<file path="config.mk">
export PLATFORM = sky130hd
export DESIGN_NAME = multi_server_queue_dispatch_unit
export DESIGN_NICKNAME = d
export VERILOG_FILES = /design/src/rtl/msqd_pkg.sv /design/src/rtl/msqd_pick.sv /design/src/rtl/multi_server_queue_dispatch_unit.sv
export SDC_FILE = /design/constraint.sdc
export NUM_CORES = 2
export LEC_CHECK = 0
export ABC_AREA = 1
export BUFFER_PORTS_ARGS = -buffer_cell sky130_fd_sc_hd__buf_2
export CORE_MARGIN = 4
export CORE_UTILIZATION = 31
export DETAILED_ROUTE_END_ITERATION = 8
export HOLD_SLACK_MARGIN = 0.02
export SLEW_MARGIN = 0
export SYNTH_ARGS = -nofsm -noshare
export SYNTH_HDL_FRONTEND = slang
export SYNTH_SLANG_ARGS = --single-unit
export TNS_END_PERCENT = 1
</file>
<file path="constraint.sdc">
create_clock -name clk_i -period 37.2 [get_ports clk_i]
set_clock_uncertainty 0.2 [all_clocks]
set_input_delay 1.86 -clock clk_i [delete_from_list [all_inputs] [get_ports clk_i]]
set_output_delay 1.86 -clock clk_i [all_outputs]
set_load 0.1 [all_outputs]
</file>
<file path="src/rtl/msqd_pkg.sv">
`default_nettype none
// ----------------------------------------------------------------------------
// msqd_pkg
// Shared widths, reset value and saturating add for the queue dispatch unit.
// ----------------------------------------------------------------------------
package msqd_pkg;

  localparam int CFG_W       = 4;
  localparam int SVC_W       = 16;
  localparam int PORT_TIME_W = 32;
  localparam int PORT_IDX_W  = 3;
  localparam int SUM_W       = 48;

  localparam logic [CFG_W-1:0] ACTIVE_RESET = 4'd1;

  function automatic logic [SUM_W-1:0] sat_add(input logic [SUM_W-1:0] a,
                                               input logic [SUM_W-1:0] b);
    logic [SUM_W:0] s;
    s = {1'b0, a} + {1'b0, b};
    return s[SUM_W] ? {SUM_W{1'b1}} : s[SUM_W-1:0];
  endfunction

endpackage
`default_nettype wire

</file>
<file path="src/rtl/msqd_pick.sv">
`default_nettype none
// ----------------------------------------------------------------------------
// msqd_pick
// Server selection: free finished servers, take the lowest idle one or the
// earliest departure, and form wait, departure and next busy vector.
// ----------------------------------------------------------------------------
module msqd_pick #(
  parameter int NUM_SERVERS = 8,
  parameter int TIME_BITS   = 32,
  localparam int IdxW       = (NUM_SERVERS > 1) ? $clog2(NUM_SERVERS) : 1
) (
  input  wire logic [msqd_pkg::CFG_W-1:0] cfg_active_i,
  input  wire logic [NUM_SERVERS-1:0]     busy_i,
  input  wire logic [TIME_BITS-1:0]       dep_i [NUM_SERVERS],
  input  wire logic [TIME_BITS-1:0]       arrival_i,
  input  wire logic [msqd_pkg::SVC_W-1:0] service_i,
  output logic      [IdxW-1:0]            chosen_o,
  output logic      [TIME_BITS-1:0]       wait_o,
  output logic      [TIME_BITS-1:0]       depart_o,
  output logic      [NUM_SERVERS-1:0]     busy_o
);

  localparam int LeafN = 1 << IdxW;

  logic [7:0]             live;
  logic [NUM_SERVERS-1:0] active;
  logic [NUM_SERVERS-1:0] busy_free;
  logic [NUM_SERVERS-1:0] idle;
  logic [NUM_SERVERS-1:0] lowest;
  logic [IdxW-1:0]        idle_idx;
  logic                   found;
  logic [TIME_BITS-1:0]   start;
  logic [TIME_BITS:0]     dep_sum;

  logic [TIME_BITS-1:0] leaf_dep [LeafN];
  logic                 leaf_vld [LeafN];
  logic [TIME_BITS-1:0] node_dep [1:2*LeafN-1];
  logic [IdxW-1:0]      node_idx [1:2*LeafN-1];
  logic                 node_vld [1:2*LeafN-1];

  always_comb begin
    live = {{(8 - msqd_pkg::CFG_W){1'b0}}, cfg_active_i};
    if (live == 8'd0) begin
      live = 8'd1;
    end
    if (live > 8'(NUM_SERVERS)) begin
      live = 8'(NUM_SERVERS);
    end
    for (int i = 0; i < NUM_SERVERS; i++) begin
      active[i]    = 8'(i) < live;
      busy_free[i] = busy_i[i] && !(active[i] && (dep_i[i] <= arrival_i));
    end
    idle   = active & ~busy_free;
    lowest = idle & (~idle + 1'b1);
    found  = |idle;
    idle_idx = '0;
    for (int i = 0; i < NUM_SERVERS; i++) begin
      if (lowest[i]) begin
        idle_idx = idle_idx | IdxW'(i);
      end
    end
  end

  for (genvar gi = 0; gi < LeafN; gi++) begin : g_leaf
    if (gi < NUM_SERVERS) begin : g_used
      assign leaf_dep[gi] = dep_i[gi];
      assign leaf_vld[gi] = active[gi];
    end else begin : g_pad
      assign leaf_dep[gi] = '0;
      assign leaf_vld[gi] = 1'b0;
    end
  end

  // earliest departure, lower index wins a tie
  always_comb begin
    for (int i = 0; i < LeafN; i++) begin
      node_dep[LeafN+i] = leaf_dep[i];
      node_idx[LeafN+i] = IdxW'(i);
      node_vld[LeafN+i] = leaf_vld[i];
    end
    for (int k = LeafN - 1; k >= 1; k--) begin
      if (node_vld[2*k] && (!node_vld[2*k+1] || (node_dep[2*k] <= node_dep[2*k+1]))) begin
        node_dep[k] = node_dep[2*k];
        node_idx[k] = node_idx[2*k];
        node_vld[k] = node_vld[2*k];
      end else begin
        node_dep[k] = node_dep[2*k+1];
        node_idx[k] = node_idx[2*k+1];
        node_vld[k] = node_vld[2*k+1];
      end
    end
  end

  always_comb begin
    start    = found ? arrival_i : node_dep[1];
    chosen_o = found ? idle_idx : node_idx[1];
    wait_o   = (!found && (start >= arrival_i)) ? (start - arrival_i) : '0;
    dep_sum  = {1'b0, start} + (TIME_BITS+1)'(service_i);
    depart_o = dep_sum[TIME_BITS] ? {TIME_BITS{1'b1}} : dep_sum[TIME_BITS-1:0];
    busy_o   = busy_free;
    for (int i = 0; i < NUM_SERVERS; i++) begin
      if (IdxW'(i) == chosen_o) begin
        busy_o[i] = 1'b1;
      end
    end
  end

endmodule
`default_nettype wire

</file>
<file path="src/rtl/multi_server_queue_dispatch_unit.sv">
`default_nettype none
// ----------------------------------------------------------------------------
// multi_server_queue_dispatch_unit
// First-come-first-served dispatch of customers onto a bank of servers.
// ----------------------------------------------------------------------------
// One customer beat is taken per clock cycle while the result channel does
// not stall. The beat is registered at the input register, then the server
// selection (freeing of finished servers, lowest idle server or earliest
// departure tree) updates the server state and loads the result register.
// The combinational selection loop over the registered departure times sets
// the rate of one customer per cycle. A full result register that is stalled
// holds the input register, which in turn raises in_stall_o.
// Write cfg_we_i only while no customer is in flight.
module multi_server_queue_dispatch_unit #(
  parameter int NUM_SERVERS = 8,
  parameter int TIME_BITS   = 32
) (
  input  wire logic                             clk_i,
  input  wire logic                             rst_ni,
  input  wire logic                             cfg_we_i,
  input  wire logic [msqd_pkg::CFG_W-1:0]       cfg_wdata_i,
  input  wire logic                             in_valid_i,
  output logic                                  in_stall_o,
  input  wire logic [msqd_pkg::PORT_TIME_W-1:0] in_arrival_time_i,
  input  wire logic [msqd_pkg::SVC_W-1:0]       in_service_time_i,
  output logic                                  out_valid_o,
  input  wire logic                             out_stall_i,
  output logic      [msqd_pkg::PORT_IDX_W-1:0]  out_server_index_o,
  output logic      [msqd_pkg::PORT_TIME_W-1:0] out_wait_time_o,
  output logic      [msqd_pkg::PORT_TIME_W-1:0] out_departure_time_o,
  output logic      [msqd_pkg::SUM_W-1:0]       out_total_wait_o,
  output logic      [msqd_pkg::SUM_W-1:0]       out_total_system_o,
  output logic      [msqd_pkg::SUM_W-1:0]       out_total_service_o
);

  localparam int IdxW = (NUM_SERVERS > 1) ? $clog2(NUM_SERVERS) : 1;

  logic [msqd_pkg::CFG_W-1:0] cfg_q;

  logic                         s1_valid_q, s1_valid_d;
  logic [TIME_BITS-1:0]         s1_arrival_q;
  logic [msqd_pkg::SVC_W-1:0]   s1_service_q;
  logic                         s1_adv;
  logic                         in_fire;
  logic                         fire;
  logic [63:0]                  arr_ext;

  logic [NUM_SERVERS-1:0] busy_q;
  logic [TIME_BITS-1:0]   dep_q [NUM_SERVERS];

  logic [IdxW-1:0]        pick_chosen;
  logic [TIME_BITS-1:0]   pick_wait;
  logic [TIME_BITS-1:0]   pick_depart;
  logic [NUM_SERVERS-1:0] pick_busy;

  logic                            out_valid_q, out_valid_d;
  logic [msqd_pkg::PORT_IDX_W-1:0] out_server_q;
  logic [msqd_pkg::PORT_TIME_W-1:0] out_wait_q;
  logic [msqd_pkg::PORT_TIME_W-1:0] out_depart_q;
  logic [msqd_pkg::SUM_W-1:0]      wait_sum_q, system_sum_q, service_sum_q;
  logic [msqd_pkg::SUM_W-1:0]      wait_sum_d, system_sum_d, service_sum_d;

  logic [63:0]                wait_ext;
  logic [63:0]                depart_ext;
  logic [63:0]                chosen_ext;
  logic [msqd_pkg::SUM_W-1:0] wait_w;
  logic [msqd_pkg::SUM_W-1:0] svc_w;

  assign s1_adv     = !out_valid_q || !out_stall_i;
  assign in_stall_o = s1_valid_q && !s1_adv;
  assign in_fire    = in_valid_i && !in_stall_o;
  assign fire       = s1_valid_q && s1_adv;
  assign arr_ext    = 64'(in_arrival_time_i);

  always_comb begin
    s1_valid_d = s1_valid_q;
    if (in_fire) begin
      s1_valid_d = 1'b1;
    end else if (s1_adv) begin
      s1_valid_d = 1'b0;
    end
    out_valid_d = out_valid_q;
    if (fire) begin
      out_valid_d = 1'b1;
    end else if (!out_stall_i) begin
      out_valid_d = 1'b0;
    end
  end

  msqd_pick #(
    .NUM_SERVERS (NUM_SERVERS),
    .TIME_BITS   (TIME_BITS)
  ) u_pick (
    .cfg_active_i (cfg_q),
    .busy_i       (busy_q),
    .dep_i        (dep_q),
    .arrival_i    (s1_arrival_q),
    .service_i    (s1_service_q),
    .chosen_o     (pick_chosen),
    .wait_o       (pick_wait),
    .depart_o     (pick_depart),
    .busy_o       (pick_busy)
  );

  always_comb begin
    wait_ext      = 64'(pick_wait);
    depart_ext    = 64'(pick_depart);
    chosen_ext    = 64'(pick_chosen);
    wait_w        = wait_ext[msqd_pkg::SUM_W-1:0];
    svc_w         = msqd_pkg::SUM_W'(s1_service_q);
    wait_sum_d    = msqd_pkg::sat_add(wait_sum_q, wait_w);
    system_sum_d  = msqd_pkg::sat_add(system_sum_q, msqd_pkg::sat_add(wait_w, svc_w));
    service_sum_d = msqd_pkg::sat_add(service_sum_q, svc_w);
  end

  always_ff @(posedge clk_i or negedge rst_ni) begin
    if (!rst_ni) begin
      cfg_q         <= msqd_pkg::ACTIVE_RESET;
      s1_valid_q    <= 1'b0;
      out_valid_q   <= 1'b0;
      busy_q        <= '0;
      wait_sum_q    <= '0;
      system_sum_q  <= '0;
      service_sum_q <= '0;
    end else begin
      if (cfg_we_i) begin
        cfg_q <= cfg_wdata_i;
      end
      s1_valid_q  <= s1_valid_d;
      out_valid_q <= out_valid_d;
      if (fire) begin
        busy_q        <= pick_busy;
        wait_sum_q    <= wait_sum_d;
        system_sum_q  <= system_sum_d;
        service_sum_q <= service_sum_d;
      end
    end
  end

  always_ff @(posedge clk_i) begin
    if (in_fire) begin
      s1_arrival_q <= arr_ext[TIME_BITS-1:0];
      s1_service_q <= in_service_time_i;
    end
    if (fire) begin
      dep_q[pick_chosen] <= pick_depart;
      out_server_q       <= chosen_ext[msqd_pkg::PORT_IDX_W-1:0];
      out_wait_q         <= wait_ext[msqd_pkg::PORT_TIME_W-1:0];
      out_depart_q       <= depart_ext[msqd_pkg::PORT_TIME_W-1:0];
    end
  end

  assign out_valid_o          = out_valid_q;
  assign out_server_index_o   = out_server_q;
  assign out_wait_time_o      = out_wait_q;
  assign out_departure_time_o = out_depart_q;
  assign out_total_wait_o     = wait_sum_q;
  assign out_total_system_o   = system_sum_q;
  assign out_total_service_o  = service_sum_q;

`ifndef SYNTHESIS
  a_chosen_busy: assert property (@(posedge clk_i) disable iff (!rst_ni)
    $past(fire) |-> busy_q[$past(pick_chosen)])
    else $error("assigned server not marked busy");

  a_wait_monotonic: assert property (@(posedge clk_i) disable iff (!rst_ni)
    fire |=> (wait_sum_q >= $past(wait_sum_q)))
    else $error("wait total decreased");

  a_system_ge_service: assert property (@(posedge clk_i) disable iff (!rst_ni)
    (system_sum_q >= service_sum_q) && (system_sum_q >= wait_sum_q))
    else $error("system total below a component total");

  a_stall_cause: assert property (@(posedge clk_i) disable iff (!rst_ni)
    in_stall_o |-> (out_valid_q && out_stall_i && s1_valid_q))
    else $error("input stalled without a held result");
`endif

endmodule
`default_nettype wire

</file>
==> impl_results.html <==
<table>
<tr><th>Metric</th><th>Value</th></tr>
<tr><th colspan="2">Placed design</th></tr>
<tr><td>Count of buffers from port buffering</td><td>~270</td></tr>
<tr><td>Sum of net half-perimeters after detailed placement</td><td>~110000 um</td></tr>
<tr><td>Area post-placement</td><td>~45000 um^2</td></tr>
<tr><td>Final estimated routing congestion in global placement</td><td>0.9519</td></tr>
<tr><td>Number of placed cells counting well taps</td><td>about 7100</td></tr>
<tr><th colspan="2">Routing</th></tr>
<tr><td>Detailed Route WL</td><td>roughly 140000 um</td></tr>
<tr><td>Vias per inst</td><td>~5.1</td></tr>
<tr><td>Total via count after detailed routing</td><td>37062</td></tr>
<tr><td>Drt pass-1 iters</td><td>6</td></tr>
<tr><td>Number of DRC markers after the initial detailed-route iteration</td><td>between 2000 and 3000</td></tr>
<tr><td>Antenna-violating nets left</td><td>0</td></tr>
<tr><td>Routed length per placed instance</td><td>roughly 20 um</td></tr>
<tr><td>Number of design rule violations left after detail routing</td><td>0</td></tr>
<tr><th colspan="2">Logic synthesis</th></tr>
<tr><td>Library cells used by synthesis</td><td>69</td></tr>
<tr><td>Sequential element share of the synthesized area</td><td>0.3634</td></tr>
<tr><td>Cell count after synthesis</td><td>between 5000 and 6000</td></tr>
<tr><td>Most used flip-flop cell after synthesis</td><td>sky130_fd_sc_hd__edfxtp_1</td></tr>
<tr><td>Cell with the most instances after synthesis</td><td>sky130_fd_sc_hd__nand2_1</td></tr>
<tr><td>Synthesized Nets</td><td>just under 6000</td></tr>
<tr><td>Warnings, synthesis</td><td>0</td></tr>
<tr><td>Number of flops mapped to enable cells by yosys</td><td>around 370</td></tr>
<tr><td>Cell taking the most area after synthesis</td><td>sky130_fd_sc_hd__edfxtp_1</td></tr>
<tr><td>Yosys reg bits</td><td>about 530</td></tr>
<tr><td>Commonest cells in the netlist</td><td>sky130_fd_sc_hd__nand2_1 (1236), sky130_fd_sc_hd__ha_1 (627), sky130_fd_sc_hd__inv_1 (544)</td></tr>
<tr><td>Mapped Avg Cell Area</td><td>about 8.1 um^2</td></tr>
<tr><td>Top-area cell type share of the netlist area</td><td>0.2682</td></tr>
<tr><td>FFs w/ async S/R, synth</td><td>0.2987</td></tr>
<tr><td>Top area cells in the synthesized netlist</td><td>sky130_fd_sc_hd__edfxtp_1 (27%), sky130_fd_sc_hd__ha_1 (19%), sky130_fd_sc_hd__nand2_1 (11%), sky130_fd_sc_hd__dfrtp_1 (9.5%), sky130_fd_sc_hd__a21oi_1 (5.5%)</td></tr>
<tr><td>Post-synthesis instance area</td><td>41530 um^2</td></tr>
<tr><th colspan="2">STA</th></tr>
<tr><td>Setup repair after global routing missed its margin</td><td>false</td></tr>
<tr><td>Aggregate negative setup slack</td><td>0 ps</td></tr>
<tr><td>Final hold slack</td><td>287.8 ps</td></tr>
<tr><td>Final period demand of the worst path</td><td>between 15000 and 20000 ps</td></tr>
<tr><td>Final Cycle Share</td><td>0.4719</td></tr>
<tr><td>Highest attainable clock frequency</td><td>approximately 57 MHz</td></tr>
<tr><td>Number of hold-slack violations in the final timing report</td><td>0</td></tr>
<tr><td>Max Slew Vio Count</td><td>0</td></tr>
<tr><td>Slew at the pin with the worst max-slew slack</td><td>around 1200 ps</td></tr>
<tr><td>Final count of negative-setup-slack endpoints</td><td>0</td></tr>
<tr><td>Max transition margin</td><td>0.2064</td></tr>
<tr><th colspan="2">Worst setup path</th></tr>
<tr><td>Critical setup path kind</td><td>register to register</td></tr>
<tr><td>Startpoint types</td><td>register</td></tr>
<tr><td>Worst path max stage delay</td><td>roughly 830 ps</td></tr>
<tr><td>Data required, critical path</td><td>between 30000 and 40000 ps</td></tr>
<tr><td>Top delay family on crit path</td><td>simple AND/OR/NAND/NOR gates</td></tr>
<tr><td>CP bufs+invs</td><td>6</td></tr>
<tr><td>Highest-delay cell along the critical path</td><td>sky130_fd_sc_hd__clkinv_1</td></tr>
<tr><td>Crit Path Max Fanout</td><td>54</td></tr>
<tr><td>Cell with the most instances on the worst path</td><td>sky130_fd_sc_hd__nand2_1</td></tr>
<tr><td>Capturing element type of the critical path</td><td>register</td></tr>
<tr><td>Arrival time at the worst endpoint</td><td>about 18000 ps</td></tr>
<tr><th colspan="2">Clocking</th></tr>
<tr><td>Clock buffer count from CTS</td><td>slightly below 70</td></tr>
<tr><td>Clock Latency Late Sink</td><td>roughly 650 ps</td></tr>
<tr><td>Clock Tree Root</td><td>sky130_fd_sc_hd__clkbuf_16</td></tr>
<tr><td>CTS H-tree lvls</td><td>3</td></tr>
<tr><td>Post_cts resized</td><td>0</td></tr>
<tr><td>Post-CTS repair timing setup buffer count</td><td>0</td></tr>
<tr><td>Number of buffers between clock root and the deepest sink</td><td>3</td></tr>
<tr><td>CTS tree</td><td>built</td></tr>
<tr><td>Clk pin slew, worst setup/hold paths</td><td>60 ps</td></tr>
<tr><td>Clock sink count</td><td>roughly 530</td></tr>
<tr><td>Hold-fix buffer count after cts</td><td>0</td></tr>
<tr><th colspan="2">Layout</th></tr>
<tr><td>Share of layout cells above drive strength 1</td><td>0.09768</td></tr>
<tr><td>Area growth, synth to finish</td><td>14.21%</td></tr>
<tr><td>Post-layout instance count excluding filler cells</td><td>~7200</td></tr>
<tr><td>Final Util</td><td>0.3559</td></tr>
<tr><td>Total non-filler cell area in the finished layout</td><td>about 47000 um^2</td></tr>
<tr><td>Number of nets at the end of the flow</td><td>between 6000 and 7000</td></tr>
<tr><th colspan="2">Run status</th></tr>
<tr><td>Result of the run</td><td>finished, final reports clean</td></tr>
<tr><th colspan="2">Global route</th></tr>
<tr><td>Global router's overall resource usage</td><td>0.1970</td></tr>
<tr><td>Wire length of the first global-routing pass</td><td>214900 um</td></tr>
<tr><td>Via count of the first global-routing pass</td><td>35977</td></tr>
<tr><td>Largest net degree at the start of global routing</td><td>96</td></tr>
<tr><td>Initial antenna violation count</td><td>7</td></tr>
<tr><td>Global-route congestion overflow total</td><td>0</td></tr>
<tr><th colspan="2">Power</th></tr>
<tr><td>Leakage power figure</td><td>roughly 22 nW</td></tr>
<tr><td>Clock network fraction of total power</td><td>0.273</td></tr>
<tr><td>Cell Pwr Density</td><td>slightly below 60 nW/um^2</td></tr>
<tr><td>Combinational Power Share</td><td>0.448</td></tr>
<tr><td>Internal</td><td>about 1.5 mW</td></tr>
<tr><td>IR drop worst, VDD</td><td>0.05930 mV</td></tr>
<tr><td>Switching share of total power</td><td>0.4625</td></tr>
<tr><td>Sequential cell fraction of total power</td><td>0.279</td></tr>
<tr><td>Sw power</td><td>~1.3 mW</td></tr>
<tr><th colspan="2">Die</th></tr>
<tr><td>Initial core utilization</td><td>0.3116</td></tr>
<tr><td>Count of boundary I/O pins</td><td>270</td></tr>
<tr><td>Number of standard-cell rows in the floorplan</td><td>134</td></tr>
<tr><td>Die span in x</td><td>roughly 370 um</td></tr>
<tr><td>Floorplan die area</td><td>between 100000 and 150000 um^2</td></tr>
<tr><td>Placeable core region</td><td>about 130000 um^2</td></tr>
<tr><td>DIE HEIGHT</td><td>about 370 um</td></tr>
<tr><th colspan="2">Hold path</th></tr>
<tr><td>Type of the tightest min-delay check</td><td>register to register</td></tr>
<tr><th colspan="2">Job</th></tr>
<tr><td>Max-cap violations</td><td>0</td></tr>
</table>
==> power by group through the flow <==
stage | registers, mW | logic [mW] | clock network, mW
after CTS | 0.784 | 1.25 | 0.785
after detailed placement | 0.794 | 1.25 | 0
after floorplan | 1.12 | 0.604 | 0
after global routing | 0.792 | 1.37 | 0.808
after global placement | 0.794 | 1.23 | 0
final | 0.784 | 1.26 | 0.768
==> worst min-delay path, stage by stage (launching register included) <==
cell and delay (ps):
sky130_fd_sc_hd__dfrtp_1 340, sky130_fd_sc_hd__nand2_1 60, sky130_fd_sc_hd__o21ai_1 60
==> path summary, 6_finish.rpt <==
kind                       slack [ps]       start                      to  cells past startpoint
setup reg to reg                19640  dep_q[171]  out_total_system_o[44]                     71
hold reg to reg                   290   busy_q[1]               busy_q[1]                      2
min in group asynchronous         950      rst_ni    out_total_wait_o[41]                      1
hold / removal                    290   busy_q[1]               busy_q[1]                      2
max in group asynchronous       34550      rst_ni                cfg_q[1]                      2
setup / recovery                19640  dep_q[171]  out_total_system_o[44]                     71
==> cell usage in the layout (no fill, tap or decap), types with 25 or more instances in the layout <==
cell	instances
sky130_fd_sc_hd__nand2_1	1236
sky130_fd_sc_hd__ha_1	627
sky130_fd_sc_hd__inv_1	543
sky130_fd_sc_hd__a21oi_1	460
sky130_fd_sc_hd__nor2_1	382
sky130_fd_sc_hd__edfxtp_1	371
sky130_fd_sc_hd__o21ai_0	284
sky130_fd_sc_hd__buf_2	268
sky130_fd_sc_hd__nand3_1	266
sky130_fd_sc_hd__dfrtp_1	157
sky130_fd_sc_hd__xor2_1	80
sky130_fd_sc_hd__clkbuf_16	69
sky130_fd_sc_hd__nand4_1	68
sky130_fd_sc_hd__xnor2_1	63
sky130_fd_sc_hd__nor3_1	58
sky130_fd_sc_hd__o21ai_1	44
sky130_fd_sc_hd__a31oi_1	39
sky130_fd_sc_hd__o21a_1	38
sky130_fd_sc_hd__a21o_1	25
==> final cells by class <==
class,count,area (um^2)
fillers,13847,85850
multi-input cells,3918,23930
flip-flops and latches,529,15100
well taps,1768,2212
inverters,568,2132
clock buffers,79,1834
repair buffers,286,1493
clock inverters,46,734.5
diodes,3,7.507
==> registers in the layout, indices dropped and copies added (netlist names), 3 cells and up <==
signal / flops
out_departure_time_o: 32
out_total_system_o: 48
out_total_wait_o: 48
busy_q: 8
s1_service_q: 16
dep_q: 256
s1_arrival_q: 32
out_wait_time_o: 32
cfg_q: 4
out_server_index_o: 3
out_total_service_o: 48
==> layer usage <==
metal,share of wire,vias to the layer above,global-route usage,wire length (um)
li1,-,18049,-,-
met2,0.45,1246,0.3172,63730
met3,0.081,218,0.04365,11480
met4,0.031,2,0.05821,4398
met5,0.000091,-,0,13
met1,0.44,17547,0.2646,62710
==> logic make-up after synthesis <==
family / after synthesis / synth area share
and+or+nand+nor: 2164 / 0.2230
AOI/OAI and AO/OA: 976 / 0.1290
buffers and inverters: 653 / 0.06212
adders and majority gates: 633 / 0.1918
DFF: 529 / 0.3634
xor gates and xnor gates: 143 / 0.03015
muxes: 2 / 0.0005121
==> metrics by stage <==
stage | setup slack (ps) | power [mW]
2_1_floorplan | 24660 | 1.723
3_3_place_gp | 20060 | 2.028
3_5_place_dp | 19820 | 2.040
4_1_cts | 19760 | 2.820
5_1_grt | 18240 | 2.970
6_report | 19640 | 2.809
(Power assumes the default switching activity.)
